File: src/rtl/fab_pkg.sv
`timescale 1ns / 1ps
// ----------------------------------------------------------------------------
// fab_pkg
// Shared types and constants of the fit-policy block allocator: field widths,
// register map, opcodes, fit policies, controller states.
// ----------------------------------------------------------------------------
package fab_pkg;

  localparam int OP_W     = 1;
  localparam int SLOT_W   = 6;
  localparam int AMOUNT_W = 16;
  localparam int REMAIN_W = 16;
  localparam int POLICY_W = 2;
  localparam int BCOUNT_W = 7;

  localparam int APB_DATA_W = 32;
  localparam int APB_ADDR_W = 3;

  localparam logic REG_FIT_POLICY  = 1'b0;
  localparam logic REG_BLOCK_COUNT = 1'b1;

  localparam logic [OP_W-1:0] OP_LOAD  = 1'b0;
  localparam logic [OP_W-1:0] OP_ALLOC = 1'b1;

  localparam logic [BCOUNT_W-1:0] BCOUNT_RESET = 7'd64;

  typedef enum logic [POLICY_W-1:0] {
    POLICY_LAST  = 2'd0,
    POLICY_BEST  = 2'd1,
    POLICY_WORST = 2'd2,
    POLICY_RSVD  = 2'd3
  } policy_t;

  typedef struct packed {
    policy_t              policy;
    logic [BCOUNT_W-1:0]  block_count;
  } cfg_t;

  typedef enum logic [1:0] {
    ST_CLEAR,
    ST_IDLE,
    ST_SCAN,
    ST_WB
  } state_t;

endpackage

File: src/rtl/fab_item_if.sv
`timescale 1ns / 1ps
// ----------------------------------------------------------------------------
// fab_item_if
// Input channel: one word is a load or an allocate request.
// ----------------------------------------------------------------------------
interface fab_item_if;
  logic                          valid;
  logic                          ready;
  logic [fab_pkg::OP_W-1:0]      op;
  logic [fab_pkg::SLOT_W-1:0]    slot;
  logic [fab_pkg::AMOUNT_W-1:0]  amount;

  modport source (output valid, op, slot, amount, input ready);
  modport sink   (input valid, op, slot, amount, output ready);
endinterface

File: src/rtl/fab_result_if.sv
`timescale 1ns / 1ps
// ----------------------------------------------------------------------------
// fab_result_if
// Output channel: one word reports the outcome of an allocate request.
// ----------------------------------------------------------------------------
interface fab_result_if;
  logic                          valid;
  logic                          ready;
  logic                          found;
  logic [fab_pkg::SLOT_W-1:0]    chosen_slot;
  logic [fab_pkg::REMAIN_W-1:0]  remaining;

  modport source (output valid, found, chosen_slot, remaining, input ready);
  modport sink   (input valid, found, chosen_slot, remaining, output ready);
endinterface

File: src/rtl/fab_regs.sv
`timescale 1ns / 1ps
// ----------------------------------------------------------------------------
// fab_regs
// APB register file holding the fit policy and the active block count.
// ----------------------------------------------------------------------------
module fab_regs (
  input  logic                              clk,
  input  logic                              rst,
  input  logic                              psel,
  input  logic                              penable,
  input  logic                              pwrite,
  input  logic [fab_pkg::APB_ADDR_W-1:0]    paddr,
  input  logic [fab_pkg::APB_DATA_W-1:0]    pwdata,
  output logic [fab_pkg::APB_DATA_W-1:0]    prdata,
  output logic                              pready,
  output fab_pkg::cfg_t                     cfg
);

  logic wr;

  assign pready = 1'b1;
  assign wr     = psel && penable && pwrite;

  always_ff @(posedge clk) begin
    if (rst) begin
      cfg.policy      <= fab_pkg::POLICY_BEST;
      cfg.block_count <= fab_pkg::BCOUNT_RESET;
    end else if (wr) begin
      unique case (paddr[2])
        fab_pkg::REG_FIT_POLICY:
          cfg.policy <= fab_pkg::policy_t'(pwdata[fab_pkg::POLICY_W-1:0]);
        fab_pkg::REG_BLOCK_COUNT:
          cfg.block_count <= pwdata[fab_pkg::BCOUNT_W-1:0];
        default: ;
      endcase
    end
  end

  always_comb begin
    unique case (paddr[2])
      fab_pkg::REG_FIT_POLICY:
        prdata = fab_pkg::APB_DATA_W'(cfg.policy);
      fab_pkg::REG_BLOCK_COUNT:
        prdata = fab_pkg::APB_DATA_W'(cfg.block_count);
      default:
        prdata = '0;
    endcase
  end

endmodule

File: src/rtl/fab_mem.sv
`timescale 1ns / 1ps
// ----------------------------------------------------------------------------
// fab_mem
// Single-port synchronous RAM with registered read data.
// ----------------------------------------------------------------------------
module fab_mem #(
  parameter int DEPTH = 64,
  parameter int WIDTH = 16
) (
  input  logic                      clk,
  input  logic                      en,
  input  logic                      we,
  input  logic [$clog2(DEPTH)-1:0]  addr,
  input  logic [WIDTH-1:0]          wdata,
  output logic [WIDTH-1:0]          rdata
);

  logic [WIDTH-1:0] mem [DEPTH];

  always_ff @(posedge clk) begin
    if (en) begin
      if (we) begin
        mem[addr] <= wdata;
      end else begin
        rdata <= mem[addr];
      end
    end
  end

endmodule

File: src/rtl/fab_engine.sv
`timescale 1ns / 1ps
// ----------------------------------------------------------------------------
// fab_engine
// Controller: clears the table after reset, writes loads, scans the table
// one slot per cycle for an allocate, writes back the chosen slot and holds
// the result in an output register.
// ----------------------------------------------------------------------------
module fab_engine #(
  parameter int MAX_BLOCKS = 64,
  parameter int SIZE_BITS  = 16
) (
  input  logic                           clk,
  input  logic                           rst,
  input  fab_pkg::cfg_t                  cfg,
  fab_item_if.sink                       items,
  fab_result_if.source                   results,
  output logic                           mem_en,
  output logic                           mem_we,
  output logic [$clog2(MAX_BLOCKS)-1:0]  mem_addr,
  output logic [SIZE_BITS-1:0]           mem_wdata,
  input  logic [SIZE_BITS-1:0]           mem_rdata
);

  localparam int IDX_W   = $clog2(MAX_BLOCKS);
  localparam int CNT_W   = $clog2(MAX_BLOCKS + 1);
  localparam int LIM_W   = (CNT_W > fab_pkg::BCOUNT_W) ? CNT_W : fab_pkg::BCOUNT_W;
  localparam int CMP_W   = (SIZE_BITS > fab_pkg::AMOUNT_W) ? SIZE_BITS : fab_pkg::AMOUNT_W;
  localparam int SCMP_W  = (IDX_W + 1 > fab_pkg::SLOT_W) ? IDX_W + 1 : fab_pkg::SLOT_W;
  localparam int PICK_W  = (IDX_W > fab_pkg::SLOT_W) ? IDX_W : fab_pkg::SLOT_W;
  localparam int REM_X_W = (SIZE_BITS > fab_pkg::REMAIN_W) ? SIZE_BITS : fab_pkg::REMAIN_W;
  localparam logic [IDX_W-1:0] LAST_IDX = IDX_W'(MAX_BLOCKS - 1);

  fab_pkg::state_t state, state_next;

  logic [IDX_W-1:0]             clr_idx, clr_idx_next;
  logic [IDX_W-1:0]             cmp_idx, cmp_idx_next;
  logic [fab_pkg::AMOUNT_W-1:0] req, req_next;
  logic                         have, have_next;
  logic [SIZE_BITS-1:0]         keep, keep_next;
  logic [IDX_W-1:0]             pick, pick_next;

  logic                         out_valid;
  logic                         out_found;
  logic [fab_pkg::SLOT_W-1:0]   out_slot;
  logic [fab_pkg::REMAIN_W-1:0] out_remain;
  logic                         push;

  logic [LIM_W-1:0]  bc_ext, lim, lim_dec;
  logic              lim_zero;
  logic [IDX_W-1:0]  lim_m1;
  logic [SCMP_W-1:0] slot_ext;
  logic              slot_ok;
  logic [CMP_W-1:0]  amt_ext, req_ext, v_ext;
  logic              fits, take;
  logic [SIZE_BITS-1:0] req_trunc, new_size;
  logic [PICK_W-1:0]    pick_ext;
  logic [REM_X_W-1:0]   new_ext;

  assign bc_ext   = LIM_W'(cfg.block_count);
  assign lim      = (bc_ext > LIM_W'(MAX_BLOCKS)) ? LIM_W'(MAX_BLOCKS) : bc_ext;
  assign lim_zero = (lim == '0);
  assign lim_dec  = lim - LIM_W'(1);
  assign lim_m1   = lim_dec[IDX_W-1:0];

  assign slot_ext = SCMP_W'(items.slot);
  assign slot_ok  = slot_ext < SCMP_W'(MAX_BLOCKS);
  assign amt_ext  = CMP_W'(items.amount);

  assign req_ext   = CMP_W'(req);
  assign req_trunc = req_ext[SIZE_BITS-1:0];
  assign v_ext     = CMP_W'(mem_rdata);
  assign fits      = v_ext >= req_ext;
  assign new_size  = keep - req_trunc;
  assign new_ext   = REM_X_W'(new_size);
  assign pick_ext  = PICK_W'(pick);

  always_comb begin
    case (cfg.policy) inside
      fab_pkg::POLICY_LAST:                       take = fits;
      fab_pkg::POLICY_BEST:                       take = fits && (!have || mem_rdata <= keep);
      fab_pkg::POLICY_WORST, fab_pkg::POLICY_RSVD: take = fits && (!have || mem_rdata >= keep);
      default:                                    take = 1'b0;
    endcase
  end

  always_comb begin
    state_next   = state;
    clr_idx_next = clr_idx;
    cmp_idx_next = cmp_idx;
    req_next     = req;
    have_next    = have;
    keep_next    = keep;
    pick_next    = pick;
    items.ready  = 1'b0;
    push         = 1'b0;
    mem_en       = 1'b0;
    mem_we       = 1'b0;
    mem_addr     = '0;
    mem_wdata    = '0;

    unique case (state)
      fab_pkg::ST_CLEAR: begin
        mem_en       = 1'b1;
        mem_we       = 1'b1;
        mem_addr     = clr_idx;
        clr_idx_next = clr_idx + IDX_W'(1);
        if (clr_idx == LAST_IDX) begin
          state_next = fab_pkg::ST_IDLE;
        end
      end
      fab_pkg::ST_IDLE: begin
        items.ready = 1'b1;
        if (items.valid) begin
          if (items.op == fab_pkg::OP_LOAD) begin
            mem_en    = slot_ok;
            mem_we    = 1'b1;
            mem_addr  = slot_ext[IDX_W-1:0];
            mem_wdata = amt_ext[SIZE_BITS-1:0];
          end else begin
            req_next  = items.amount;
            have_next = 1'b0;
            if (lim_zero) begin
              state_next = fab_pkg::ST_WB;
            end else begin
              mem_en       = 1'b1;
              mem_addr     = '0;
              cmp_idx_next = '0;
              state_next   = fab_pkg::ST_SCAN;
            end
          end
        end
      end
      fab_pkg::ST_SCAN: begin
        if (take) begin
          have_next = 1'b1;
          keep_next = mem_rdata;
          pick_next = cmp_idx;
        end
        if (cmp_idx == lim_m1) begin
          state_next = fab_pkg::ST_WB;
        end else begin
          mem_en       = 1'b1;
          mem_addr     = cmp_idx + IDX_W'(1);
          cmp_idx_next = cmp_idx + IDX_W'(1);
        end
      end
      fab_pkg::ST_WB: begin
        if (!out_valid || results.ready) begin
          push       = 1'b1;
          mem_en     = have;
          mem_we     = 1'b1;
          mem_addr   = pick;
          mem_wdata  = new_size;
          state_next = fab_pkg::ST_IDLE;
        end
      end
      default: state_next = fab_pkg::ST_IDLE;
    endcase
  end

  always_ff @(posedge clk) begin
    if (rst) begin
      state     <= fab_pkg::ST_CLEAR;
      clr_idx   <= '0;
      have      <= 1'b0;
      out_valid <= 1'b0;
    end else begin
      state   <= state_next;
      clr_idx <= clr_idx_next;
      have    <= have_next;
      if (push) begin
        out_valid <= 1'b1;
      end else if (results.ready) begin
        out_valid <= 1'b0;
      end
    end
  end

  always_ff @(posedge clk) begin
    cmp_idx <= cmp_idx_next;
    req     <= req_next;
    keep    <= keep_next;
    pick    <= pick_next;
    if (push) begin
      out_found  <= have;
      out_slot   <= have ? pick_ext[fab_pkg::SLOT_W-1:0] : '0;
      out_remain <= have ? new_ext[fab_pkg::REMAIN_W-1:0] : '0;
    end
  end

  assign results.valid       = out_valid;
  assign results.found       = out_found;
  assign results.chosen_slot = out_slot;
  assign results.remaining   = out_remain;

endmodule

File: src/rtl/fit_policy_block_allocator.sv
`timescale 1ns / 1ps
// ----------------------------------------------------------------------------
// fit_policy_block_allocator
// Free-block table with last-fit, best-fit and worst-fit allocation.
// ----------------------------------------------------------------------------
// After reset the block clears its table, one slot a cycle, and takes no
// word in that time; register writes are taken as ever. An allocate word
// reads the active slots one a cycle through the single port of the table
// RAM and then writes back the chosen slot (it reads none when block_count
// is zero). The result waits in an output register, and the next word is
// taken while it waits; an allocate that reaches write-back while an earlier
// result still waits holds there until that result is taken.
module fit_policy_block_allocator #(
  parameter int MAX_BLOCKS = 64,
  parameter int SIZE_BITS  = 16
) (
  input  logic                            clk,
  input  logic                            rst,
  input  logic                            psel,
  input  logic                            penable,
  input  logic                            pwrite,
  input  logic [fab_pkg::APB_ADDR_W-1:0]  paddr,
  input  logic [fab_pkg::APB_DATA_W-1:0]  pwdata,
  output logic [fab_pkg::APB_DATA_W-1:0]  prdata,
  output logic                            pready,
  fab_item_if.sink                        items,
  fab_result_if.source                    results
);

  localparam int IDX_W = $clog2(MAX_BLOCKS);

  fab_pkg::cfg_t        cfg;
  logic                 mem_en;
  logic                 mem_we;
  logic [IDX_W-1:0]     mem_addr;
  logic [SIZE_BITS-1:0] mem_wdata;
  logic [SIZE_BITS-1:0] mem_rdata;

  fab_regs u_regs (
    .clk     (clk),
    .rst     (rst),
    .psel    (psel),
    .penable (penable),
    .pwrite  (pwrite),
    .paddr   (paddr),
    .pwdata  (pwdata),
    .prdata  (prdata),
    .pready  (pready),
    .cfg     (cfg)
  );

  fab_mem #(
    .DEPTH (MAX_BLOCKS),
    .WIDTH (SIZE_BITS)
  ) u_mem (
    .clk   (clk),
    .en    (mem_en),
    .we    (mem_we),
    .addr  (mem_addr),
    .wdata (mem_wdata),
    .rdata (mem_rdata)
  );

  fab_engine #(
    .MAX_BLOCKS (MAX_BLOCKS),
    .SIZE_BITS  (SIZE_BITS)
  ) u_engine (
    .clk       (clk),
    .rst       (rst),
    .cfg       (cfg),
    .items     (items),
    .results   (results),
    .mem_en    (mem_en),
    .mem_we    (mem_we),
    .mem_addr  (mem_addr),
    .mem_wdata (mem_wdata),
    .mem_rdata (mem_rdata)
  );

endmodule
File: src/flat_wrapper.sv
// flat-port wrapper written by rule: the top's interface ports become plain ports
module fit_policy_block_allocator_flat 
#(
  parameter int MAX_BLOCKS = 64,
  parameter int SIZE_BITS  = 16
)
  (clk, rst, psel, penable, pwrite, paddr, pwdata, prdata, pready, items_valid, items_op, items_slot, items_amount, items_ready, results_valid, results_found, results_chosen_slot, results_remaining, results_ready);
  fab_item_if items_i ();
  fab_result_if results_i ();
  input  logic clk;
  input  logic rst;
  input  logic psel;
  input  logic penable;
  input  logic pwrite;
  input  logic [fab_pkg::APB_ADDR_W-1:0] paddr;
  input  logic [fab_pkg::APB_DATA_W-1:0] pwdata;
  output logic [fab_pkg::APB_DATA_W-1:0] prdata;
  output logic pready;
  input wire logic [$bits(items_i.valid)-1:0] items_valid;
  input wire logic [$bits(items_i.op)-1:0] items_op;
  input wire logic [$bits(items_i.slot)-1:0] items_slot;
  input wire logic [$bits(items_i.amount)-1:0] items_amount;
  output wire logic [$bits(items_i.ready)-1:0] items_ready;
  output wire logic [$bits(results_i.valid)-1:0] results_valid;
  output wire logic [$bits(results_i.found)-1:0] results_found;
  output wire logic [$bits(results_i.chosen_slot)-1:0] results_chosen_slot;
  output wire logic [$bits(results_i.remaining)-1:0] results_remaining;
  input wire logic [$bits(results_i.ready)-1:0] results_ready;
  assign items_i.valid = items_valid;
  assign items_i.op = items_op;
  assign items_i.slot = items_slot;
  assign items_i.amount = items_amount;
  assign items_ready = items_i.ready;
  assign results_valid = results_i.valid;
  assign results_found = results_i.found;
  assign results_chosen_slot = results_i.chosen_slot;
  assign results_remaining = results_i.remaining;
  assign results_i.ready = results_ready;
  fit_policy_block_allocator #(.MAX_BLOCKS(MAX_BLOCKS), .SIZE_BITS(SIZE_BITS)) u_core (.clk(clk), .rst(rst), .psel(psel), .penable(penable), .pwrite(pwrite), .paddr(paddr), .pwdata(pwdata), .prdata(prdata), .pready(pready), .items(items_i), .results(results_i));
endmodule
File: config.mk
export PLATFORM = sky130hd
export DESIGN_NAME = fit_policy_block_allocator_flat
export DESIGN_NICKNAME = d
export VERILOG_FILES = /design/src/rtl/fab_pkg.sv /design/src/rtl/fab_item_if.sv /design/src/rtl/fab_result_if.sv /design/src/rtl/fab_regs.sv /design/src/rtl/fab_mem.sv /design/src/rtl/fab_engine.sv /design/src/rtl/fit_policy_block_allocator.sv /design/src/flat_wrapper.sv
export SDC_FILE = /design/constraint.sdc
export NUM_CORES = 1
export LEC_CHECK = 0
export BUFFER_PORTS_ARGS = -buffer_cell sky130_fd_sc_hd__buf_2
export CAP_MARGIN = 20
export CORE_MARGIN = 10
export CORE_UTILIZATION = 30
export DETAILED_ROUTE_END_ITERATION = 6
export PLACE_DENSITY_LB_ADDON = 0.12
export SLEW_MARGIN = 20
export SYNTH_ARGS = -nofsm -noshare
export SYNTH_HDL_FRONTEND = slang
export SYNTH_SLANG_ARGS = --single-unit
File: constraint.sdc
create_clock -name clk -period 4.91 [get_ports clk]
set_clock_uncertainty 0.15 [all_clocks]
set_input_delay 0.982 -clock clk [delete_from_list [all_inputs] [get_ports clk]]
set_output_delay 0.982 -clock clk [all_outputs]
set_load 0.005 [all_outputs]
==> tab_implementation.tex <==
\begin{tabular}{lr}
\hline
Metric & Value \\
\hline
\multicolumn{2}{l}{\textbf{Status}} \\
Run status & completed \\
\multicolumn{2}{l}{\textbf{Critical path}} \\
Critical-path cell list & inv\_1 > nand2\_1 > ha\_1 > and4bb\_1 > o21ai\_1 > a21oi\_1 > o2111ai\_4 > a221oi\_4 > buf\_4 > nor3\_2 > buf\_12 > buf\_12 > a221oi\_1 > a31oi\_1 > buf\_4 > nor4\_2 > nand4\_1 \\
Class of the most critical setup path & reg2reg \\
CP endpoint kind & register \\
Largest stage delay, worst path & 0.42 ns \\
Data required time of the worst path & 5.14 ns \\
Kind of launch point of the worst setup path & register \\
Arrival time worst endpoint & 4.91 ns \\
Highest-delay cell along the critical path & dfxtp\_2 \\
Start point of the critical path & u\_core.u\_regs.cfg[6]\$\_SDFFE\_PP1P\_ \\
Largest fanout on the critical path & 24 \\
R2R Path Start & u\_core.u\_regs.cfg[6]\$\_SDFFE\_PP1P\_ \\
\multicolumn{2}{l}{\textbf{Yosys}} \\
Average size of a mapped cell & 17.4 sq um \\
Top post-synthesis cells by count & edfxtp\_1, a22oi\_1, a22o\_1 \\
Sequential element share of the synthesized area & 0.781 \\
Number of library cell types mapped by synthesis & 74 \\
Total of warnings raised by yosys & 0 \\
Cell type with the highest aggregate area in the netlist & edfxtp\_1 \\
Synth Cell Area & 43000 sq um \\
Top cells by area, synth & edfxtp\_1, a22oi\_1, a22o\_1, a221oi\_1, a31oi\_1 \\
Post-synth EDFFs & 1107 \\
Number of synthesized register bits & 1126 \\
Top flip-flop cell by instance count after synthesis & edfxtp\_1 \\
Ys async rst share & 0 \\
Yosys top cell area share & 0.772 \\
Cell with the most instances after synthesis & edfxtp\_1 \\
Cells after Synth & 2473 \\
\multicolumn{2}{l}{\textbf{Placed design}} \\
DP Area & 47400 sq um \\
Quantity of I/O buffers inserted on ports & 69 \\
Routability congestion estimate & 0.790 \\
Post-Place Cells & 4536 \\
Post-DP HPWL & 84400 um \\
\multicolumn{2}{l}{\textbf{Drt}} \\
DRC Markers & 0 \\
DR vias & 24803 \\
Post-DRT Antenna Nets & 0 \\
Post-detailed-route via-to-cell ratio & 5.20 \\
Routed len/inst & 28.6 um \\
Wire length after detailed routing & 136000 um \\
First-pass iteration count of the detailed router & 5 \\
Initial DRC Count & 2207 \\
\multicolumn{2}{l}{\textbf{Timing}} \\
Final count of negative-setup-slack endpoints & 0 \\
Post-layout minimum cycle time & 4.68 ns \\
Actual slew at the worst max-slew pin & 1.04 ns \\
Total count of hold-check failures in the final report & 0 \\
Max Clk Rate & 214 MHz \\
Setup TNS & 0 ns \\
Worst Hold Margin & 0.292 ns \\
Unrepaired setup endpoints after global routing & false \\
Final slew viol count & 0 \\
Period utilisation layout & 0.953 \\
Relative slew margins & 0.303 \\
\multicolumn{2}{l}{\textbf{Power and ir drop}} \\
Static leakage & 16.6 nW \\
Total chip power & 0.0298 W \\
Power per Cell Area & 582 nW/um\^{}2 \\
Worst supply voltage drop on vdd & 0.000423 V \\
\multicolumn{2}{l}{\textbf{CTS}} \\
Total clock buffers created by CTS & 120 \\
Clock input transition at the sequential cells of the worst setup and hold paths & 0.06 ns \\
Max Root-Sink Buffers & 3 \\
Number of clock sinks & 1126 \\
Number of H-tree levels & 3 \\
Skew-Pair Late Insertion Delay & 0.73 ns \\
Root buffer selected by CTS & clkbuf\_16 \\
Clock tree from TritonCTS & yes \\
\multicolumn{2}{l}{\textbf{Floorplanning}} \\
Starting Density & 0.303 \\
DIE AREA & 159000 sq um \\
Die span in y & 399 um \\
\# rows & 138 \\
Overall die width & 399 um \\
Placeable Area & 142000 sq um \\
Number of primary I/O pins & 123 \\
\multicolumn{2}{l}{\textbf{GRT}} \\
Wire length of the first global-routing pass & 190000 um \\
Antenna violations before repair & 15 \\
Via count of the first global-routing pass & 24776 \\
Total congestion overflow after global routing & 0 \\
Total global routing track utilization & 0.167 \\
Maximum number of pins on one net before global-route repair & 65 \\
\multicolumn{2}{l}{\textbf{Min path}} \\
Worst hold path startpoint & items\_amount[4] \\
Tightest Hold Check Type & in2reg \\
\multicolumn{2}{l}{\textbf{Layout}} \\
Cell area after layout & 51200 sq um \\
Number of fill cells in the layout & 13207 \\
Area growth from synthesis to final layout & 19.1\% \\
Share of final-layout standard cells stronger than drive strength 1 & 0.200 \\
Final Net Count & 2891 \\
Number of standard cells in the layout, taps in and fillers out & 4766 \\
\multicolumn{2}{l}{\textbf{Flow run}} \\
Max-Cap Viols & 0 \\
\hline
\end{tabular}
[stage by stage]
stage | utilization | setup WS (ns)
CTS | 0.360 | 0.0391
floorplan | - | 0.325
global route | 0.361 | 0.00342
detailed placement | 0.334 | -0.106
finish | 0.361 | 0.230
global placement | 0.334 | 0.00606
[critical path, delay by kind of cell (launching register included)]
kind	cells	cell delay [ns]
AOI/OAI and AO/OA	6	1.53
adders and majority gates	1	0.28
and+or+nand+nor	5	1.08
buffers and inverters	5	0.85
DFF	1	0.42
[path summary, 6_finish.rpt]
| kind | slack, ns | to | depth (start not counted) |
|---|---|---|---|
| setup / recovery | 0.23 | u_core.u_mem.rdata[15]$_DFFE_PP_ | 17 |
| hold / removal | 0.29 | u_core.u_engine.req[4]$_DFFE_PP_ | 1 |
| setup reg to reg | 0.23 | u_core.u_mem.rdata[15]$_DFFE_PP_ | 17 |
| hold reg to reg | 0.32 | u_core.u_engine.keep[0]$_DFFE_PP_ | 0 |
[flip-flops by register name, summed over array words and instances, names as in the netlist]
| name | cells |
|---|---|
| u_core.u_mem.mem | 1024 |
| u_core.u_engine.keep | 16 |
| u_core.u_engine.req | 16 |
| u_core.u_engine.results.remaining | 16 |
| u_core.u_mem.rdata | 16 |
| u_core.u_regs.cfg | 9 |
| u_core.u_engine.clr_idx | 6 |
| u_core.u_engine.cmp_idx | 6 |
| u_core.u_engine.pick | 6 |
| u_core.u_engine.results.chosen_slot | 6 |
| u_core.u_engine.state | 2 |
| u_core.u_engine.have | 1 |
| u_core.u_engine.results.found | 1 |
| u_core.u_engine.results.valid | 1 |
[cell families (layout without fill, tap and decap cells)]
group / after synthesis / after routing / share of synthesized area
adder cells (fa/ha/maj): 55 / 55 / 0.0162
AND/OR/NAND/NOR: 288 / 288 / 0.0333
XOR/XNOR: 27 / 27 / 0.00549
buffers and inverters: 217 / 593 / 0.0249
multiplexers: 7 / 7 / 0.00180
other: 2 / 29 / 0.000174
flip-flops: 1126 / 1126 / 0.781
AO/OA/AOI/OAI: 751 / 751 / 0.137
[final cells by class]
| cell class | instances | area [sq um] | share of cell area |
|---|---|---|---|
| clock inverters | 76 | 617 | 0.0120 |
| well taps | 1890 | 2360 | 0.0462 |
| inverters | 47 | 176 | 0.00344 |
| repair buffers | 322 | 2710 | 0.0528 |
| diodes | 3 | 7.51 | 0.000147 |
| flip-flops and latches | 1126 | 33600 | 0.656 |
| clock buffers | 148 | 3130 | 0.0611 |
| multi-input cells | 1154 | 8610 | 0.168 |
[repair_timing]
action,CTS,global route
hold buffers,0,0
buffers inserted,1,2
gates resized for setup,8,5
setup endpoints to repair,134,144
pin swaps,1,3
[routing by layer]
layer	vias to the layer above	global-route usage	wire length (um)	share of wire
li1	10847	-	-	-
met2	818	0.275	64900	0.48
met5	-	0	14	0.00010
met3	198	0.0346	8780	0.064
met4	2	0.0471	3790	0.028
met1	12938	0.222	58900	0.43
[report_power, final]
group	switching (W)	internal [W]	total, W
Combinational	0.00614	0.00329	0.00943
Sequential	0.000225	0.0115	0.0117
Clock	0.00376	0.00493	0.00869
Total	0.0101	0.0197	0.0298
[cell usage in the layout, fill, tap and decap left out, types with 44 or more instances in the layout]
master	instances
nor2_1	92
buf_4	216
clkbuf_16	121
nand2_1	47
a22o_1	124
inv_1	44
edfxtp_1	1107
a31oi_1	115
a221oi_1	127
buf_2	69
a22oi_1	265
ha_1	54
Power figures use the tool's default switching activity.
